File: config.mk
export PLATFORM = sky130hd
export DESIGN_NAME = tmsr_front_flat
export DESIGN_NICKNAME = d
export VERILOG_FILES = /design/src/rtl/tmsr_pkg.sv /design/src/rtl/tmsr_ifs.sv /design/src/rtl/tmsr_front.sv /design/src/flat_wrapper.sv
export SDC_FILE = /design/constraint.sdc
export NUM_CORES = 1
export LEC_CHECK = 0
export BUFFER_PORTS_ARGS = -buffer_cell sky130_fd_sc_hd__buf_4
export CAP_MARGIN = 15
export CORE_MARGIN = 2
export CORE_UTILIZATION = 56
export DETAILED_ROUTE_END_ITERATION = 10
export MAX_ROUTING_LAYER = met4
export PLACE_DENSITY = 0.83
export RECOVER_POWER = 25
export SLEW_MARGIN = 10
export SYNTH_ARGS = -nofsm -noshare
export SYNTH_HDL_FRONTEND = slang
export SYNTH_SLANG_ARGS = --single-unit
File: constraint.sdc
create_clock -name clk -period 8.6 [get_ports clk]
set_input_delay 1.72 -clock clk [delete_from_list [all_inputs] [get_ports clk]]
set_output_delay 1.72 -clock clk [all_outputs]
set_load 0.01 [all_outputs]
File: src/rtl/tmsr_pkg.sv
`default_nettype none

package tmsr_pkg;

	localparam int MODE_W     = 2;
	localparam int ROW_W      = 6;
	localparam int COL_W      = 7;
	localparam int CODE_W     = 8;
	localparam int GIDX_W     = 8;
	localparam int GROW_W     = 4;
	localparam int GBITS_W    = 16;
	localparam int LINE_W     = 10;
	localparam int WORD_W     = 32;
	localparam int CFG_IDX_W  = 3;
	localparam int CFG_DATA_W = 11;
	localparam int PCNT_W     = 12;

	localparam logic [MODE_W-1:0] MODE_CELL   = 2'd0;
	localparam logic [MODE_W-1:0] MODE_GLYPH  = 2'd1;
	localparam logic [MODE_W-1:0] MODE_RENDER = 2'd2;

	localparam logic [CFG_IDX_W-1:0] REG_CHAR_WIDTH  = 3'd0;
	localparam logic [CFG_IDX_W-1:0] REG_CHAR_HEIGHT = 3'd1;
	localparam logic [CFG_IDX_W-1:0] REG_FIRST_CHAR  = 3'd2;
	localparam logic [CFG_IDX_W-1:0] REG_GLYPH_COUNT = 3'd3;
	localparam logic [CFG_IDX_W-1:0] REG_FG_COLOR    = 3'd4;
	localparam logic [CFG_IDX_W-1:0] REG_BG_COLOR    = 3'd5;
	localparam logic [CFG_IDX_W-1:0] REG_SYNC_BITS   = 3'd6;
	localparam logic [CFG_IDX_W-1:0] REG_H_RES       = 3'd7;

	localparam logic [CODE_W-1:0] SPACE_CODE = 8'h20;
	localparam logic [PCNT_W-1:0] COUNT_CAP  = 12'd2048;

	typedef struct packed {
		logic [4:0]  char_width;
		logic [4:0]  char_height;
		logic [7:0]  first_char;
		logic [8:0]  glyph_count;
		logic [7:0]  fg_color;
		logic [7:0]  bg_color;
		logic [7:0]  sync_bits;
		logic [10:0] h_res;
	} cfg_t;

	typedef struct packed {
		logic [MODE_W-1:0]  op;
		logic [ROW_W-1:0]   text_row;
		logic [COL_W-1:0]   text_col;
		logic [CODE_W-1:0]  char_code;
		logic [GIDX_W-1:0]  glyph_index;
		logic [GROW_W-1:0]  glyph_row;
		logic [GBITS_W-1:0] glyph_bits;
		logic [LINE_W-1:0]  pixel_line;
		logic               line_start;
	} cmd_t;

	typedef struct packed {
		logic valid;
		cmd_t cmd;
	} q_head_t;

endpackage

`default_nettype wire

File: src/rtl/tmsr_ifs.sv
`default_nettype none

interface tmsr_in_if;
	logic                           valid;
	logic                           ready;
	logic [tmsr_pkg::MODE_W-1:0]    mode;
	logic [tmsr_pkg::ROW_W-1:0]     text_row;
	logic [tmsr_pkg::COL_W-1:0]     text_col;
	logic [tmsr_pkg::CODE_W-1:0]    char_code;
	logic [tmsr_pkg::GIDX_W-1:0]    glyph_index;
	logic [tmsr_pkg::GROW_W-1:0]    glyph_row;
	logic [tmsr_pkg::GBITS_W-1:0]   glyph_bits;
	logic [tmsr_pkg::LINE_W-1:0]    pixel_line;
	logic                           line_start;

	modport source (output valid, mode, text_row, text_col, char_code, glyph_index,
		glyph_row, glyph_bits, pixel_line, line_start, input ready);
	modport sink (input valid, mode, text_row, text_col, char_code, glyph_index,
		glyph_row, glyph_bits, pixel_line, line_start, output ready);
endinterface


`default_nettype wire

File: src/rtl/tmsr_front.sv
`default_nettype none

module tmsr_front #(
	parameter int TEXT_COLS     = 128,
	parameter int TEXT_ROWS     = 64,
	parameter int GLYPHS        = 256,
	parameter int MAX_CELL_SIZE = 16
) (
	input  logic              clk,
	input  logic              arst_n,
	tmsr_in_if.sink           item,
	output tmsr_pkg::q_head_t q_head,
	input  logic              q_pop
);
	import tmsr_pkg::*;

	cmd_t       slot_q [2];
	logic       wr_q;
	logic       rd_q;
	logic [1:0] cnt_q;
	logic       keep;
	logic       push;
	cmd_t       cmd_in;

	// Out-of-range writes and the unused mode are dropped here.
	always_comb begin
		unique case (item.mode)
			MODE_CELL:   keep = (int'(item.text_row) < TEXT_ROWS) &&
				(int'(item.text_col) < TEXT_COLS);
			MODE_GLYPH:  keep = (int'(item.glyph_index) < GLYPHS) &&
				(int'(item.glyph_row) < MAX_CELL_SIZE);
			MODE_RENDER: keep = 1'b1;
			default:     keep = 1'b0;
		endcase
	end

	assign item.ready = (cnt_q != 2'd2);
	assign push       = item.valid && item.ready && keep;

	assign cmd_in.op          = item.mode;
	assign cmd_in.text_row    = item.text_row;
	assign cmd_in.text_col    = item.text_col;
	assign cmd_in.char_code   = item.char_code;
	assign cmd_in.glyph_index = item.glyph_index;
	assign cmd_in.glyph_row   = item.glyph_row;
	assign cmd_in.glyph_bits  = item.glyph_bits;
	assign cmd_in.pixel_line  = item.pixel_line;
	assign cmd_in.line_start  = item.line_start;

	assign q_head.valid = (cnt_q != 2'd0);
	assign q_head.cmd   = slot_q[rd_q];

	always_ff @(posedge clk or negedge arst_n) begin
		if (!arst_n) begin
			wr_q  <= 1'b0;
			rd_q  <= 1'b0;
			cnt_q <= 2'd0;
		end else begin
			if (push) wr_q <= ~wr_q;
			if (q_pop) rd_q <= ~rd_q;
			unique case ({push, q_pop})
				2'b10:   cnt_q <= cnt_q + 2'd1;
				2'b01:   cnt_q <= cnt_q - 2'd1;
				default: cnt_q <= cnt_q;
			endcase
		end
	end

	always_ff @(posedge clk) begin
		if (push) slot_q[wr_q] <= cmd_in;
	end

endmodule

`default_nettype wire

File: src/flat_wrapper.sv
// flat-port wrapper written by rule: the top's interface ports become plain ports
module tmsr_front_flat import tmsr_pkg::*;
#(
	parameter int TEXT_COLS     = 128,
	parameter int TEXT_ROWS     = 64,
	parameter int GLYPHS        = 256,
	parameter int MAX_CELL_SIZE = 16
)
  (clk, arst_n, q_head, q_pop, item_valid, item_mode, item_text_row, item_text_col, item_char_code, item_glyph_index, item_glyph_row, item_glyph_bits, item_pixel_line, item_line_start, item_ready);
  tmsr_in_if item_i ();
  input  logic clk;
  input  logic arst_n;
  output tmsr_pkg::q_head_t q_head;
  input  logic q_pop;
  input wire logic [$bits(item_i.valid)-1:0] item_valid;
  input wire logic [$bits(item_i.mode)-1:0] item_mode;
  input wire logic [$bits(item_i.text_row)-1:0] item_text_row;
  input wire logic [$bits(item_i.text_col)-1:0] item_text_col;
  input wire logic [$bits(item_i.char_code)-1:0] item_char_code;
  input wire logic [$bits(item_i.glyph_index)-1:0] item_glyph_index;
  input wire logic [$bits(item_i.glyph_row)-1:0] item_glyph_row;
  input wire logic [$bits(item_i.glyph_bits)-1:0] item_glyph_bits;
  input wire logic [$bits(item_i.pixel_line)-1:0] item_pixel_line;
  input wire logic [$bits(item_i.line_start)-1:0] item_line_start;
  output wire logic [$bits(item_i.ready)-1:0] item_ready;
  assign item_i.valid = item_valid;
  assign item_i.mode = item_mode;
  assign item_i.text_row = item_text_row;
  assign item_i.text_col = item_text_col;
  assign item_i.char_code = item_char_code;
  assign item_i.glyph_index = item_glyph_index;
  assign item_i.glyph_row = item_glyph_row;
  assign item_i.glyph_bits = item_glyph_bits;
  assign item_i.pixel_line = item_pixel_line;
  assign item_i.line_start = item_line_start;
  assign item_ready = item_i.ready;
  tmsr_front #(.TEXT_COLS(TEXT_COLS), .TEXT_ROWS(TEXT_ROWS), .GLYPHS(GLYPHS), .MAX_CELL_SIZE(MAX_CELL_SIZE)) u_core (.clk(clk), .arst_n(arst_n), .item(item_i), .q_head(q_head), .q_pop(q_pop));
endmodule
# --- After elaboration in Yosys (flattened, before gate mapping) ---
# Memory sizes are Yosys's and may differ from the RTL's.
# Cells that the tools add are included.
classes:
  add_sub_neg: 2
  eq_ne: 5
  muxes: 4
  bitwise_logic: 2
  n_reduce_logical: 6
op_table:
  columns: ["cell", "n"]
  rows:
  - ["$eq A2 B1 Y1 const B", 2]
  - ["$eq A2 B2 Y1 const B", 2]
  - ["$pmux W2 S2", 1]
  - ["$reduce_bool A2 Y1", 2]
  - ["$mux W1", 3]
  - ["$reduce_or A3 Y1", 1]
  - ["$add A2 B1 Y2 const B", 1]
  - ["$logic_and A1 B1 Y1", 2]
  - ["$logic_not A2 Y1", 1]
  - ["$ne A2 B2 Y1 const B", 1]
  - ["$not A1 Y1", 2]
  - ["$sub A2 B1 Y2 const B", 1]
word_totals:
  register_bits: 4
  mem_bits_rw: 124
  in_bits: 66
  out_inout_bits: 64
  wordCells: 23
  mem_count: 1
mem_list:
  columns: ["name", "depth", "word_bits", "rd", "rd_clocked_by_memory_dff", "write_ports", "line_no", "source"]
  rows:
  - ["u_core.slot_q", 2, 62, 1, 0, 1, "tmsr_front.sv:17", "cmd_t slot_q [2];"]

# --- Longest topological paths before layout ---
logic_depth:
  word_depth: 6
  mapped_depth: 6
  depth_no_buf: 6

# --- Worst setup path before layout ---
# No wires, ideal clock.
synth_path:
  kind: "input port to flip-flop"
  from: "in item_mode[0]"
  to: "mem u_core.slot_q[0][0] (netlist bit), enable pin"
  t_arrival_ps: 4504
  required_time_ps: 8118
  path_slack_ps: 3614
  cell_stages: 3
  path_buffers: 0
  path_cell_list: "nand2_1 > nand3_2 > nor2_1"
synth_via:
  elab_chain_cells: 6
synth_rtl:
  columns: ["item", "line_no", "source"]
  rows:
  - ["start: declaration", "flat_wrapper.sv:16", "input wire logic [$bits(item_i.mode)-1:0] item_mode;"]
  - ["$eq A2 B1 Y1 (tied with other cells)", "tmsr_front.sv:27", "unique case (item.mode)"]
  - ["$reduce_or A3 Y1 (no source line) (*)", null, null]
  - ["$mux W1 (*)", "tmsr_front.sv:27", null]
  - ["$logic_and A1 B1 Y1 (*)", "tmsr_front.sv:38", "assign push = item.valid && item.ready && keep;"]
  - ["$mux W1 (*)", "tmsr_front.sv:70", "if (push) slot_q[wr_q] <= cmd_in;"]
  - ["$mux W1 (not written as such) (*)", "tmsr_front.sv:70", null]
  - ["end: declaration", "tmsr_front.sv:17", null]
# Mark *: on every way between the ends. The rest lies on a longest branch, timed or not.

==> summary.md <==
| Metric | Value |
|---|---|
| Run status | complete, no violations |
| Total Routing Usage GR | roughly 18% |
| Power share of the clock group | between 30% and 40% |
| Sequential cell area in the final layout | 3830 um2 |
| Num CTS Buffers | 17 |
| Number of H-tree levels | 4 |
| Initial Utilization | a little under three fifths |
| Routed len/inst | about 17 um |
| Count of inserted antenna diode cells | 0 |
| Total number of nets in the final design | between 400 and 500 |
| Post-Synthesis Cells | approximately 210 |
| Worst-case clock buffer depth | 2 |
| Share of the cycle needed by the critical path after routing | between 40% and 50% |
| Setup Total Neg Slack | 0 ns |
| Reg power frac | 41.6% |
| Class of the worst hold path | reg2reg |
| Sequential share of the synthesized area | about three quarters |
| Count of endpoints failing hold in the final timing report | 0 |
| Setup violators final | 0 |
| Max-cap viol count | 0 |
| DIE AREA | just under 10,000 um2 |
| Cell depth of the worst flop-to-flop path | 4 |
| Port Buffer Count | 129 |
| Capturing instance or port of the critical path | q_head[55] |
| Ranking of synthesized cells by area | edfxtp_1 75%, mux2_4 18%, buf_12 2.4% |
| Primary flip-flop cell chosen by synthesis mapping | edfxtp_1 |
| Initial DRC Count | 97 |
| Leakage power figure | about 2.6 nW |
| Max Fanout on Critical Path | 63 |
| Avg Synthesized Cell Area | about 24 um2 |
| Synth-to-layout area growth | 31.7% |
| Final worst path period need | between 3 and 4 ns |
| Master cell of the clock root buffer | clkbuf_8 |
| Chip Width | roughly 98 um |
| Switching Fraction | roughly a quarter |
| Net Sw Power | slightly below 0.0006 W |
| Number of synthesized flops with an enable pin | between 100 and 150 |
| Critical path required time | approximately 6.9 ns |
| Slew at the pin closest to its max-slew limit | 1.16 ns |
| CP Class | reg2out |
| Yosys warning total | 0 |
| Number of storage elements in the synthesis netlist | approximately 130 |
| Cell with the largest stage delay on the worst path | dfrtp_4 |
| Via count of the first global-routing pass | 2,520 |
| CTS sink cnt | roughly 130 |
| Combinational fraction of design power | between 20% and 30% |
| Yosys cell types | 15 |
| TritonCTS clock tree | done |
| Most common cell in the netlist | edfxtp_1 |
| Area of the placeable core | between 8000 and 9000 um2 |
| Routability congestion estimate from global placement | just over 0.7 |
| Vias per std cell | 5.02 |
| Fraction of layout instances using a drive strength above 1 | 60.8% |
| Slew headroom | between 20% and 30% |
| Highest achievable clock rate | approximately 0.25 GHz |
| Slowest Stage Delay on Critical Path | ~1.2 ns |
| Design internal power | around 0.0016 W |
| Post-synth ARST share | roughly 3.1% |
| Max-slew violation count | 0 |
| Remaining design rule violation count | 0 |
| Worst setup EP type | output pin |
| Worst path cell trace | mux2_2 > buf_4 |
| Power per standard cell area | between 300 and 400 nW/um2 |
| Post-route clock skew | about 0.0087 ns |
| Post-CTS Setup Inserts | 0 |
| Launching element of the worst setup path | u_core.rd_q$_DFFE_PN0P_ |
| Filler cell count | ~530 |
| Cts-stage hold buffer count | 0 |
| DIE HEIGHT | around 98 um |
| Flop-to-flop setup slack | about 6.3 ns |
| Most used standard cells in the synthesized netlist | 124 x edfxtp_1, 59 x mux2_4, 6 x buf_12 |
| Clock latency reported for the late side of the worst-skew pair | around 0.5 ns |
| Clock transition at path regs | about 0.060 ns |
| Area share of the largest cell type after synthesis | between 70% and 80% |
| Post-synthesis net count | 278 |
| Launch instance of the worst register-to-register path | u_core.cnt_q[0]$_DFFE_PN0P_ |
| Cell type contributing the most total cell area after synthesis | edfxtp_1 |
| Wire length of the first global-routing pass | ~12 mm |
| Data arrival time of the critical path | ~2.3 ns |
| Initial antenna violation count | 0 |
| Leftover overflow at the end of global routing | 0 |
| Number of standard-cell rows in the floorplan | 34 |
| Final hold slack | 0.542 ns |
| Total via count after detailed routing | ~2,400 |
| Drt first pass iters | 4 |
| Routed Wire Length | 7.98 mm |
| Kind of launch point of the worst setup path | flop |
| Unrepaired setup endpoints after global routing | no |
| IR drop worst, VDD | around 280 uV |
| Reg-to-reg endpoint | u_core.slot_q[1][60]$_DFFE_PP_ |
| Synthesized area | just under 5000 um2 |
| Number of antenna-violating nets in the routed design | 0 |
| Sum of net half-perimeters after detailed placement | approximately 5.2 mm |
| Footprint of the multi-input gates | 1030 um2 |
| Post-cts resize count | 0 |
| Number of placed I/O pins | 130 |
| Pin count of the biggest net entering global routing | 64 |
==> logic make-up after synthesis <==
logic type                 share of synthesized area [%]
buffers and inverters                               2.72
muxes                                               18.5
DFF                                                 76.9
and+or+nand+nor                                    0.755
xor gates and xnor gates                           0.881
adders and majority gates                          0.252
==> flip-flops by register name, indices dropped and copies added, names as in the netlist <==
name,flops
u_core.slot_q,124
u_core.cnt_q,2
u_core.rd_q,1
u_core.wr_q,1
==> cell type report <==
class | instances | area share [%]
multi-input cells | 75 | 15.7
well taps | 108 | 2.06
repair buffers | 131 | 14.8
clock buffers | 18 | 6.38
inverters | 1 | 0.0573
flip-flops and latches | 128 | 58.5
clock inverters | 14 | 2.52
==> through the flow <==
stage               instance area, um2  power [W]  util (%)  worst slack, ns  cells
floorplan                         4970    0.00135         -             3.61    211
global placement                  5980    0.00155      68.9             4.98    443
detailed placement                5980    0.00157      68.9             4.94    443
CTS                               6560    0.00226      75.6             4.56    475
global route                      6550    0.00233      75.4             4.49    475
finish                            6550    0.00224      75.4             4.60    475
==> layer usage <==
layer / track usage [%] / part of all wire [%]
met4: 6.53 / 1.5
met5: - / 0
met3: 6.66 / 6.3
met1: 19.0 / 38
met2: 30.1 / 54
==> critical path: cells and delay by family, from the launching register on <==
family	cells	cell delay [ns]
buffers and inverters	1	0.14
flip-flops	1	1.16
multiplexers	1	0.42
==> worst min path at each step <==
| stage | cells after the start | startpoint | to |
|---|---|---|---|
| after CTS | 1 | u_core.cnt_q[1]$_DFFE_PN0P_ | u_core.cnt_q[1]$_DFFE_PN0P_ |
| after detailed placement | 1 | u_core.cnt_q[1]$_DFFE_PN0P_ | u_core.cnt_q[1]$_DFFE_PN0P_ |
| after global routing | 1 | u_core.cnt_q[1]$_DFFE_PN0P_ | u_core.cnt_q[1]$_DFFE_PN0P_ |
| after global placement | 1 | u_core.cnt_q[1]$_DFFE_PN0P_ | u_core.cnt_q[1]$_DFFE_PN0P_ |
| after floorplan | 1 | u_core.cnt_q[1]$_DFFE_PN0P_ | u_core.cnt_q[1]$_DFFE_PN0P_ |
| final | 1 | u_core.cnt_q[0]$_DFFE_PN0P_ | u_core.cnt_q[0]$_DFFE_PN0P_ |
==> power groups by stage <==
stage,clock (W),sequential [W],combinational (W)
3_5_place_dp,0,0.000947,0.000624
5_1_grt,0.000729,0.000946,0.000652
4_1_cts,0.000703,0.000934,0.000627
3_3_place_gp,0,0.000938,0.000616
6_report,0.000689,0.000931,0.000617
2_1_floorplan,0,0.000864,0.000489
==> cells in the final DEF (no fill, tap or decap), drive strengths merged <==
cell	instances
xnor2	3
nand2b	1
buf	91
xor2	2
mux2	62
nor2	3
or2	1
inv	3
clkinvlp	3
ha	1
clkbuf	58
edfxtp	124
nand3	1
dfrtp	4
nand2	1
clkinv	6
bufinv	3
(Power assumes the default switching activity.)
