`config.mk`:
```
export PLATFORM = sky130hd
export DESIGN_NAME = tmsr_div
export DESIGN_NICKNAME = d
export VERILOG_FILES = /design/src/rtl/tmsr_pkg.sv /design/src/rtl/tmsr_div.sv
export SDC_FILE = /design/constraint.sdc
export NUM_CORES = 1
export LEC_CHECK = 0
export BUFFER_PORTS_ARGS = -buffer_cell sky130_fd_sc_hd__buf_2
export CORE_MARGIN = 1.5
export CORE_UTILIZATION = 51
export CTS_CLUSTER_DIAMETER = 200
export DETAILED_ROUTE_END_ITERATION = 8
export PLACE_DENSITY_LB_ADDON = 0.2
export SETUP_SLACK_MARGIN = 0.15
export SLEW_MARGIN = 20
export SYNTH_ARGS = -nofsm -noshare
export SYNTH_HDL_FRONTEND = slang
export SYNTH_SLANG_ARGS = --single-unit
```
`constraint.sdc`:
```
create_clock -name clk -period 2.54 [get_ports clk]
set_input_delay 0.127 -clock clk [delete_from_list [all_inputs] [get_ports clk]]
set_output_delay 0.127 -clock clk [all_outputs]
set_load 0.005 [all_outputs]
```
`src/rtl/tmsr_pkg.sv`:
```
`default_nettype none

package tmsr_pkg;

	localparam int MODE_W     = 2;
	localparam int ROW_W      = 6;
	localparam int COL_W      = 7;
	localparam int CODE_W     = 8;
	localparam int GIDX_W     = 8;
	localparam int GROW_W     = 4;
	localparam int GBITS_W    = 16;
	localparam int LINE_W     = 10;
	localparam int WORD_W     = 32;
	localparam int CFG_IDX_W  = 3;
	localparam int CFG_DATA_W = 11;
	localparam int PCNT_W     = 12;

	localparam logic [MODE_W-1:0] MODE_CELL   = 2'd0;
	localparam logic [MODE_W-1:0] MODE_GLYPH  = 2'd1;
	localparam logic [MODE_W-1:0] MODE_RENDER = 2'd2;

	localparam logic [CFG_IDX_W-1:0] REG_CHAR_WIDTH  = 3'd0;
	localparam logic [CFG_IDX_W-1:0] REG_CHAR_HEIGHT = 3'd1;
	localparam logic [CFG_IDX_W-1:0] REG_FIRST_CHAR  = 3'd2;
	localparam logic [CFG_IDX_W-1:0] REG_GLYPH_COUNT = 3'd3;
	localparam logic [CFG_IDX_W-1:0] REG_FG_COLOR    = 3'd4;
	localparam logic [CFG_IDX_W-1:0] REG_BG_COLOR    = 3'd5;
	localparam logic [CFG_IDX_W-1:0] REG_SYNC_BITS   = 3'd6;
	localparam logic [CFG_IDX_W-1:0] REG_H_RES       = 3'd7;

	localparam logic [CODE_W-1:0] SPACE_CODE = 8'h20;
	localparam logic [PCNT_W-1:0] COUNT_CAP  = 12'd2048;

	typedef struct packed {
		logic [4:0]  char_width;
		logic [4:0]  char_height;
		logic [7:0]  first_char;
		logic [8:0]  glyph_count;
		logic [7:0]  fg_color;
		logic [7:0]  bg_color;
		logic [7:0]  sync_bits;
		logic [10:0] h_res;
	} cfg_t;

	typedef struct packed {
		logic [MODE_W-1:0]  op;
		logic [ROW_W-1:0]   text_row;
		logic [COL_W-1:0]   text_col;
		logic [CODE_W-1:0]  char_code;
		logic [GIDX_W-1:0]  glyph_index;
		logic [GROW_W-1:0]  glyph_row;
		logic [GBITS_W-1:0] glyph_bits;
		logic [LINE_W-1:0]  pixel_line;
		logic               line_start;
	} cmd_t;

	typedef struct packed {
		logic valid;
		cmd_t cmd;
	} q_head_t;

endpackage

`default_nettype wire

```
`src/rtl/tmsr_div.sv`:
```
`default_nettype none

module tmsr_div #(
	parameter int DW = 5
) (
	input  logic                          clk,
	input  logic                          arst_n,
	input  logic                          start,
	input  logic [tmsr_pkg::LINE_W-1:0]   line,
	input  logic [DW-1:0]                 height,
	output logic                          done,
	output logic [tmsr_pkg::LINE_W-1:0]   quot,
	output logic [DW-1:0]                 rem
);
	import tmsr_pkg::*;

	localparam int CNW = $clog2(LINE_W);

	logic              busy_q;
	logic              done_q;
	logic [CNW-1:0]    cnt_q;
	logic [LINE_W-1:0] n_q;
	logic [DW-1:0]     r_q;
	logic [DW-1:0]     d_q;
	logic [DW:0]       trial;
	logic [DW:0]       diff;
	logic              ge;

	// Restoring division, one quotient bit per cycle.
	assign trial = {r_q, n_q[LINE_W-1]};
	assign ge    = (trial >= {1'b0, d_q});
	assign diff  = trial - {1'b0, d_q};

	assign done = done_q;
	assign quot = n_q;
	assign rem  = r_q;

	always_ff @(posedge clk or negedge arst_n) begin
		if (!arst_n) begin
			busy_q <= 1'b0;
			done_q <= 1'b0;
			cnt_q  <= '0;
		end else begin
			done_q <= 1'b0;
			if (start) begin
				busy_q <= 1'b1;
				cnt_q  <= '0;
			end else if (busy_q) begin
				cnt_q <= cnt_q + CNW'(1);
				if (cnt_q == CNW'(LINE_W - 1)) begin
					busy_q <= 1'b0;
					done_q <= 1'b1;
				end
			end
		end
	end

	always_ff @(posedge clk) begin
		if (start) begin
			n_q <= line;
			r_q <= '0;
			d_q <= height;
		end else if (busy_q) begin
			r_q <= ge ? diff[DW-1:0] : trial[DW-1:0];
			n_q <= {n_q[LINE_W-2:0], ge};
		end
	end

endmodule

`default_nettype wire

```
## Yosys cells after proc, flatten, opt, wreduce, memory -nomap -nowiden

Cells that the tools add are included.
Widths: inputs -> output; s select.

| word-level totals | value |
|---|---|
| output and inout bits | 16 |
| word-level logic and storage cells | 22 |
| register bits after elaboration | 26 |

| cells by class | value |
|---|---|
| add/sub/neg operators | 2 |
| equal/unequal tests | 1 |
| mux-type cells | 11 |
| reduce and logical (&&, ||, !) cells | 1 |
| $lt $le $gt $ge | 1 |

Operators by type and width:

| operator | count |
|---|---|
| $mux 10 | 2 |
| $mux 4 | 2 |
| $ge 6x5->1 | 1 |
| $mux 1 | 6 |
| $mux 5 | 1 |
| $sub 5x5->5 | 1 |
| $add 4x1->4 const B | 1 |
| $eq 4x4->1 const B | 1 |
| $reduce_bool 2->1 | 1 |

## Depth between registers and ports, before layout

Gate-level depths: netlist of run 1.

| depth | value |
|---|---|
| word-level depth | 4 |
| gate-level depth with buffers | 8 |
| mapped depth without buffers | 8 |

## Least setup slack after synthesis of run 1

No wires, ideal clock.

| path | value |
|---|---|
| kind | reg2reg |
| from | register n_q[9] (netlist: quot[9]) |
| to | register r_q[4] (netlist: rem[4]) |
| arrival time | 1.919 ns |
| path slack | 0.505 ns |
| required time | 2.423 ns |
| buffers on the path | 0 |
| period minus slack after synthesis | 2.035 ns |
| cell stages (with the launch flop) | 9 |
| path through | edfxtp_1 -> inv_1 -> ha_1 -> inv_1 -> fa_1 -> a21o_1 -> a2111oi_4 -> o31ai_1 -> a22o_1 |

| between the ends | value |
|---|---|
| word-level cells in the longest chain between the ends | 2 |
| elaborated cells between the ends (all ways) | 3 |
| those cells by class | 1 x add/sub; 1 x order compare; 1 x mux |

RTL lines:

| element | RTL line | text |
|---|---|---|
| from (decl) | tmsr_div.sv:22 | `logic [LINE_W-1:0] n_q;` |
| from (signal assigned) | tmsr_div.sv:60 | `n_q <= line;` |
| from (signal assigned) | tmsr_div.sv:65 | `n_q <= {n_q[LINE_W-2:0], ge};` |
| $sub 5x5->5 / $ge 6x5->1 (equally long branches) | tmsr_div.sv:32, tmsr_div.sv:31 |  |
| $mux 5 * | tmsr_div.sv:64 | `r_q <= ge ? diff[DW-1:0] : trial[DW-1:0];` |
| to (signal assigned) | tmsr_div.sv:64 |  |
| to (decl) | tmsr_div.sv:23 | `logic [DW-1:0] r_q;` |

Mark *: on every way between the ends. The rest lies on a longest branch, timed or not.
A chain may end at the register's enable or synchronous reset.

## Worst setup path in the final report of run 1

Ends and elaborated chain as after synthesis.

==> run_results.csv, run 1 <==
group,metric,value,unit
worst_setup_path,startpoint_type,"flop",
synth,synth-seq-cells,26,
global_routing,grt_pass1_wl,4020,um
clocking,cts_root_buf,"clkbuf_4",
sta,period_needed,2.16,ns
synth,synth_compound_area_share,13.0,%
worst_setup_path,worst_ep_required_time,2.77,ns
global_routing,grt_usage,19.9,%
routing,drt_iter0_drc,14,
outcome,status,"completed",
synth,synth_seq_area_share,53.3,%
power_and_ir_drop,peakVddDrop,541,uV
clocking,post_cts_buffers,0,
routing,wl_per_cell,14.3,um
floorplan,die-height,53.8,um
clocking,cts_buffers,3,
routing,drc,0,
clocking,cts.sinks,26,
final_layout,diodes,0,
final_layout,drive_gt1_share,29.9,%
placement,gp_congestion,0.878,
floorplan,start_util,53.5,%
floorplan,die_x,53.8,um
placement,io_buffers,33,
synth,syn_nets,133,
synth,async_reset_ff_share,23.1,%
power_and_ir_drop,power.internal,0.823,mW
worst_setup_path,cp.arrival,2.39,ns
synth,synth-simple-area-share,10.5,%
power_and_ir_drop,swShare,35.0,%
final_layout,syn_to_final_growth,21.0,%
floorplan,rows,18,
sta,setup_viol,0,
sta,fmax,462,MHz
placement,detailed_place_hpwl,1810,um
clocking,clock_latency,0.32,ns
routing,viasPerCell,5.39,
synth,synth_edf_count,15,
power_and_ir_drop,comb_power_share,39.4,%
floorplan,ios,34,
clocking,cts_buffer_depth,2,
sta,hold_viol,0,
sta,skew,0.00726,ns
final_layout,post-route-util,64.7,%
clocking,clkTransAtPathRegs,0.14,ns
synth,syn_area_per_cell,12.3,um^2
job,drv_cap,0,
global_routing,antenna_found_initial,0,
power_and_ir_drop,p_seq_share,46.3,%
routing,vias,954,
synth,netlist_instances,107,
power_and_ir_drop,power,1.27,mW
synth,synth_top_family_by_area,"compound AO/OA/AOI/OAI gates",
worst_setup_path,crit_path_end_kind,"flop",
routing,drt-total-wl,2540,um
worst_setup_path,reg2reg_slack,0.38,ns
synth,synthMuxAreaShare,7.71,%
synth,synthAdderAreaFrac,8.19,%
power_and_ir_drop,powerDensity,797,nW/um^2
sta,slew-limit-headroom,65.3,%
routing,first_pass_iters,5,
sta,final_max_slew_viol_count,0,
worst_setup_path,critPathKind,"flop to flop",
min_path,hold_class,"input port to flop",
final_layout,final_nets,174,
clocking,cts_tree,"built",
synth,netlist_area,1310,um^2
sta,rsz0062_at_grt,"no",
power_and_ir_drop,p_leak,0.700,nW
sta,finalSetupTns,0,ns
synth,synth-xor-area-share,3.33,%
synth,yosys_warnings,0,
sta,finalCritPeriodShare,85.1,%
worst_setup_path,worstPathMaxFanout,3,
floorplan,die_area,2890,um^2
clocking,cts_max_level,1,
power_and_ir_drop,pwr-share-clk,14.3,%
sta,max_slew.worst_pin.slew,0.520,ns
global_routing,grt_max_degree,27,
synth,ys_types,37,
power_and_ir_drop,switchingPower,0.444,mW
routing,final_antenna_net_count,0,
floorplan,fp.coreArea,2450,um^2
global_routing,grt_overflow_total,0,
synth,ys.flop_type,"edfxtp_1",
global_routing,first_global_vias,909,
-- stage by stage --
stage | worst slack (ns) | cells | cell area, um^2 | hold WS [ns]
floorplan | 0.505 | 107 | 1310 | -0.169
global placement | 0.473 | 167 | 1500 | -0.0457
detailed placement | 0.434 | 167 | 1500 | -0.0444
CTS | 0.389 | 177 | 1590 | 0.0730
global route | 0.277 | 177 | 1590 | 0.0655
finish | 0.378 | 177 | 1590 | 0.0788
-- synth_stat cells, types with 2 or more instances --
library cell | n | area [um^2]
a211oi_1 | 3 | 22.5
nand3b_1 | 2 | 15.0
nor2_1 | 10 | 37.5
dfrtp_1 | 6 | 150
a21oi_1 | 3 | 15.0
inv_1 | 10 | 37.5
nand4_1 | 2 | 12.5
o31ai_1 | 2 | 15.0
edfxtp_1 | 15 | 450
dfxtp_1 | 5 | 100
nor3_1 | 3 | 15.0
a21o_1 | 2 | 15.0
mux2_1 | 8 | 90.1
ha_1 | 7 | 87.6
xor2_1 | 3 | 26.3
buf_2 | 2 | 10.0
or2_2 | 2 | 12.5
xnor2_1 | 2 | 17.5
nand2_1 | 2 | 7.51
-- layer usage --
metal	vias to the layer above	global-route usage, %	wire length (um)	part of all wire [%]
li1	472	-	-	-
met1	438	25.3	1090	43
met2	36	32.5	1250	49
met3	8	3.89	135	5.3
met4	0	9.40	51	2.0
met5	-	0	0	0
-- logic make-up after synthesis --
kind of cell               count (synthesis)
and+or+nand+nor                           26
DFF                                       26
AOI/OAI and AO/OA                         20
buffers and inverters                     13
muxes                                      9
adders and majority gates                  8
xor gates and xnor gates                   5
-- flip-flops by register name (all words and copies together) (netlist names) --
signal / count
busy_q: 1
cnt_q: 4
d_q: 5
done: 1
quot: 10
rem: 5
-- power by group through the flow --
stage               Combinational, mW  Sequential, mW  Clock [mW]
floorplan                       0.345           0.589           0
global placement                0.483           0.594           0
detailed placement              0.486           0.598           0
CTS                             0.497           0.588       0.185
global route                    0.559           0.597       0.202
finish                          0.499           0.587       0.181
-- layout make-up --
cell class / instances / area, um^2
Multi-Input combinational cell: 68 / 562
Timing Repair Buffer: 39 / 225
Fill cell: 195 / 866
Clock buffer: 4 / 26.3
Inverter: 10 / 37.5
Sequential cell: 26 / 701
Tap cell: 30 / 37.5
-- worst paths after layout --
| path | start | cells after the start | endpoint |
|---|---|---|---|
| max | quot[9] | 8 | rem[4] |
| max reg2reg | quot[9] | 8 | rem[4] |
| min | line[8] | 2 | quot[8] |
| min in group asynchronous | arst_n | 2 | cnt_q[2] |
| min reg2reg | rem[2] | 2 | rem[2] |
| max in group asynchronous | arst_n | 2 | done |
-- placed cells by master, fill, tap and decap left out, types with 2 or more instances in the layout --
cell	instances
nor2_1	10
buf_2	33
nand4_1	2
xnor2_1	2
o31ai_1	2
dfxtp_1	5
a21oi_1	3
dlygate4sd3_1	6
edfxtp_1	15
dfrtp_1	6
clkbuf_4	3
nor3_1	3
inv_1	10
mux2_1	8
xor2_1	3
nand3b_1	2
or2_2	2
a21o_1	2
a211oi_1	3
nand2_1	2
ha_1	7
-- worst max-delay path, cell delays in order (launching register included) --
cell       delay [ns]
edfxtp_1         0.44
inv_1            0.08
ha_1             0.15
inv_1            0.05
fa_1             0.42
a21o_1           0.21
a2111oi_4        0.38
o31ai_1          0.10
a22o_1           0.23
-- repair_timing --
item | CTS | global route
hold endpoints to repair | 11 | 0
hold buffers | 6 | 0
gates resized for setup | 0 | 0
(Power assumes the default switching activity.)
==> inputs of run 2 (changes only) <==
CORE_UTILIZATION = 55   (was 51)
PLACE_DENSITY = 0.81   (was unset)
PLACE_DENSITY_LB_ADDON = unset   (was 0.2)
clock period = 2.6 ns   (was 2.54 ns; I/O delays follow)
==> run 2 against run 1 <==
Effect of this change:
- non-clock buffer count did not move
- setup slack improved by 0.053 ns
- clock skew fell by 0.0056 ns
- global-route usage rose by 1.8 points
- power fell by 1.9%
- cell area fell by 0.16%
- first-iteration DRC count rose to 3.3 times the previous value
- wire length rose by 0.63%
- clock power fell by 3%
- sequential power fell by 3%
- cell count fell by 1.1%
- critical path type unchanged
==> run_results.csv, run 2 (synthesized netlist as in run 1, its figures left out) <==
group,metric,value,unit
worst_setup_path,critPathLaunch,"quot[9]",
sta,final_max_slew_viol_count,0,
routing,final_antenna_net_count,0,
global_routing,antenna_found_initial,0,
placement,placed_area,1500,um^2
global_routing,grt_usage,21.7,%
clocking,cts_buffer_depth,2,
worst_setup_path,worst_ep_required_time,2.83,ns
floorplan,fp.coreArea,2230,um^2
sta,setup_viol,0,
clocking,cts_buffers,3,
sta,fmax,461,MHz
placement,io_buffers,33,
sta,slew-limit-headroom,66.4,%
final_layout,diodes,0,
min_path,hold_class,"input port to flop",
global_routing,grt_overflow_total,0,
floorplan,rows,17,
sta,rsz0062_at_grt,"no",
worst_setup_path,crit_path_end_kind,"flop",
power_and_ir_drop,p_leak,0.700,nW
job,drv_cap,0,
global_routing,grt_pass1_wl,4280,um
floorplan,die-height,51.9,um
sta,hold_viol,0,
floorplan,die_area,2690,um^2
final_layout,final_area,1590,um^2
final_layout,largest_reg_flops,10,
worst_setup_path,startpoint_type,"flop",
final_layout,final_nets,174,
sta,skew,0.00163,ns
final_layout,syn_to_final_growth,20.8,%
min_path,hold_start,"line[4]",
global_routing,first_global_vias,941,
routing,wl_per_cell,14.6,um
power_and_ir_drop,powerDensity,783,nW/um^2
clocking,cts.sinks,26,
floorplan,start_util,58.8,%
worst_setup_path,cp.arrival,2.40,ns
clocking,cts_root_buf,"clkbuf_4",
floorplan,die_x,51.9,um
clocking,cts_tree,"built",
floorplan,ios,34,
worst_setup_path,critPathKind,"flop to flop",
sta,period_needed,2.17,ns
sta,finalSetupTns,0,ns
final_layout,mostFrequentLayoutCells,"33 x buf_2, 15 x edfxtp_1, 10 x inv_1, 10 x nor2_1, 8 x mux2_1",
routing,drt_iter0_drc,46,
routing,viasPerCell,5.54,
clocking,cts_max_level,1,
power_and_ir_drop,peakVddDrop,496,uV
sta,max_slew.worst_pin.slew,0.504,ns
worst_setup_path,timing.rr.start,"quot[9]",
placement,gp_congestion,0.949,
clocking,clkTransAtPathRegs,0.13,ns
worst_setup_path,reg2reg_slack,0.43,ns
clocking,clock_latency,0.31,ns
routing,drt-total-wl,2550,um
routing,drc,0,
sta,finalCritPeriodShare,83.5,%
outcome,status,"completed",
worst_setup_path,worstPathMaxFanout,3,
routing,first_pass_iters,4,
global_routing,grt_max_degree,27,
placement,detailed_place_hpwl,1850,um
final_layout,drive_gt1_share,29.9,%
routing,vias,969,
final_layout,layout_commonest_cell,"buf_2",
==> run 2: cell counts in the layout (fill, tap and decap cells not counted) <==
No cell type changed its count.
==> run 2: area by class of cell <==
type,instances,area (um^2)
Multi-Input combinational cell,68,562
Fill cell,167,647
Timing Repair Buffer,39,225
Sequential cell,26,701
Clock buffer,4,26.3
Tap cell,28,35.0
Inverter,10,37.5
==> run 2: timing repair <==
action / in CTS / in global routing
setup buffers: 0 / 0
hold endpoints to repair: 11 / 0
hold buffers: 6 / 0
resized for setup: 0 / 0
==> run 2: path summary, 6_finish.rpt <==
kind	to	cells after the start
worst min register to register	rem[1]	2
max in group asynchronous	cnt_q[2]	2
worst min-delay path	quot[4]	2
min in group asynchronous	cnt_q[3]	2
worst max register to register	rem[4]	8
worst max-delay path	rem[4]	8
==> run 2: metrics by stage <==
stage          setup slack (ns)  util [%]  hold WS [ns]  power [mW]  instances
5_1_grt                   0.311      71.0        0.0929        1.33        175
3_5_place_dp              0.501      67.2       -0.0441        1.06        165
6_report                  0.430      71.0        0.0932        1.24        175
3_3_place_gp              0.532      67.2       -0.0476        1.06        165
2_1_floorplan             0.565         -        -0.166       0.912        107
4_1_cts                   0.442      71.0        0.0913        1.24        175
==> run 2: per-layer routing <==
layer  routed length, um  track usage (%)
met1                1110             28.0
met4                  33             7.89
met5                   0                0
met2                1280             35.7
met3                 124             4.89
==> run 2: worst max-delay path, stage by stage (launching register included) <==
cell       delay (ns)
edfxtp_1         0.44
inv_1            0.09
ha_1             0.17
inv_1            0.05
fa_1             0.41
a21o_1           0.21
a2111oi_4        0.37
o31ai_1          0.10
a22o_1           0.24
==> run 2: power breakdown <==
group	internal (mW)	total [mW]	leakage [nW]	switching, mW
logic	0.233	0.494	0.413	0.261
registers	0.511	0.572	0.272	0.0612
clock network	0.0600	0.176	0.0150	0.116
==> inputs of run 3 (changes only) <==
CORE_UTILIZATION = 46   (was 55)
PLACE_DENSITY = 0.72   (was 0.81)
clock period = 1.94 ns   (was 2.6 ns; I/O delays follow)
==> run 3 against run 2 <==
Effect of this change:
- sequential power rose by 33%
- largest power group is now combinational logic
- the flow now finishes with violations (negative setup slack)
- cell area rose by 7.4%
- setup slack got worse by 0.61 ns
- die area rose by 18%
- first-iteration DRC count rose by 11%
==> run_results.csv, run 3 (synthesized netlist as in run 1, its figures left out) <==
group,metric,value,unit
outcome,status,"finished, violations left",
outcome,violations,"negative setup slack",
worst_setup_path,max_stage_delay,0.41,ns
worst_setup_path,startpoint_type,"flop",
final_layout,largest_reg_flops,10,
global_routing,grt_usage,19.3,%
worst_setup_path,cp_cell_sequence,"inv_1 -> ha_2 -> inv_2 -> fa_2 -> a21o_1 -> a2111oi_4 -> o31ai_2 -> a22o_1",
final_layout,diodes,0,
clocking,clkTransAtPathRegs,0.14,ns
power_and_ir_drop,peakVddDrop,825,uV
sta,skew,0.00485,ns
routing,final_antenna_net_count,0,
clocking,cts_tree,"built",
final_layout,final_nets,181,
floorplan,fp.coreArea,2730,um^2
placement,dp_cells,172,
global_routing,grt_overflow_total,0,
sta,max_slew.worst_pin.slew,0.412,ns
global_routing,antenna_found_initial,0,
routing,first_pass_iters,4,
global_routing,first_global_vias,1049,
final_layout,syn_to_final_growth,29.7,%
clocking,cts_buffers,3,
floorplan,start_util,48.1,%
sta,period_needed,2.12,ns
clocking,cts_max_level,1,
routing,drt-total-wl,2890,um
min_path,hold_class,"input port to flop",
sta,fmax,471,MHz
clocking,cts.sinks,26,
worst_setup_path,path_delay_family,"compound AO/OA/AOI/OAI gates",
sta,rsz0062_at_grt,"yes",
job,drv_cap,0,
sta,final_max_slew_viol_count,0,
worst_setup_path,worst_ep_required_time,2.17,ns
power_and_ir_drop,powerDensity,1140,nW/um^2
floorplan,ios,34,
worst_setup_path,crit_path_end_kind,"flop",
placement,io_buffers,33,
placement,gp_congestion,0.814,
clocking,clock_latency,0.32,ns
floorplan,rows,19,
sta,setup_viol,6,
sta,finalSetupTns,-0.785,ns
floorplan,die-height,56.4,um
sta,finalCritPeriodShare,109,%
routing,drc,0,
routing,drt_iter0_drc,51,
final_layout,instances_no_fill,185,
global_routing,grt_max_degree,16,
routing,wl_per_cell,15.6,um
final_layout,mostFrequentLayoutCells,"33 x buf_2, 15 x edfxtp_1, 9 x inv_1, 8 x mux2_1, 8 x nor2_1",
global_routing,grt_pass1_wl,4740,um
worst_setup_path,slowest_stage,"edfxtp_1",
worst_setup_path,path_buf_inv,2,
final_layout,drive_gt1_share,39.0,%
placement,detailed_place_hpwl,1950,um
worst_setup_path,worstPathMaxFanout,2,
final_layout,layout_commonest_cell,"buf_2",
sta,hold_viol,0,
routing,viasPerCell,5.58,
final_layout,fill_cells,223,
routing,vias,1033,
clocking,cts_buffer_depth,2,
sta,setup_ws,-0.184,ns
floorplan,die_x,56.4,um
sta,slew-limit-headroom,72.2,%
worst_setup_path,cp.arrival,2.35,ns
floorplan,die_area,3190,um^2
power_and_ir_drop,p_leak,0.751,nW
clocking,cts_root_buf,"clkbuf_4",
worst_setup_path,critPathKind,"flop to flop",
[run 3: per-layer routing]
| metal | track usage (%) | vias to the layer above | wire, um |
|---|---|---|---|
| li1 | - | 489 | - |
| met1 | 23.2 | 499 | 1130 |
| met2 | 33.7 | 38 | 1550 |
| met3 | 2.53 | 7 | 149 |
| met4 | 9.52 | 0 | 62 |
| met5 | 0 | - | 0 |
[run 3: worst register-to-register path: stages (launching register included)]
cell	delay, ns
edfxtp_1	0.41
inv_1	0.07
ha_2	0.18
inv_2	0.04
fa_2	0.34
a21o_1	0.23
a2111oi_4	0.38
o31ai_2	0.14
a22o_1	0.25
[run 3: final timing paths]
path                       startpoint       end  slack (ns)  cells after the start
setup reg to reg              quot[9]    rem[4]       -0.18                      8
hold reg to reg                rem[1]    rem[1]        0.54                      2
min in group asynchronous      arst_n    busy_q        0.10                      2
hold / removal                line[2]   quot[2]        0.05                      2
setup / recovery              quot[9]    rem[4]       -0.18                      8
max in group asynchronous      arst_n  cnt_q[1]        1.69                      2
[run 3: cell type report]
| cell class | count | area, um^2 | share of cell area [%] |
|---|---|---|---|
| tap | 31 | 38.8 | 2.28 |
| sequential | 26 | 701 | 41.1 |
| clock buffer | 3 | 22.5 | 1.32 |
| multi-input combinational | 68 | 597 | 35.0 |
| clock inverter | 1 | 30.0 | 1.76 |
| inverter | 10 | 37.5 | 2.20 |
| timing repair buffer | 46 | 278 | 16.3 |
[run 3: what timing repair did]
action | CTS | global route
setup buffers | 3 | 0
hold buffers | 6 | 0
resized for setup | 5 | 3
endpoints found under the setup margin | 6 | 6
pin swaps | 4 | 4
endpoints found under the hold margin | 11 | 0
[run 3: power breakdown]
group          internal (mW)  total [mW]  switching [mW]
clock                  0.209       0.371           0.162
combinational          0.390       0.811           0.421
sequential             0.685       0.760          0.0745
[run 3: through the flow]
step	util, %	hold slack (ns)	power [mW]	area (um^2)	setup slack [ns]
2_1_floorplan	-	-0.199	1.23	1320	0.000544
3_3_place_gp	56.3	-0.0783	1.43	1540	0.00592
3_5_place_dp	56.3	-0.0683	1.45	1540	-0.0700
4_1_cts	62.1	0.0412	1.92	1700	-0.0927
5_1_grt	62.3	0.0301	2.05	1700	-0.249
6_report	62.3	0.0493	1.94	1700	-0.184
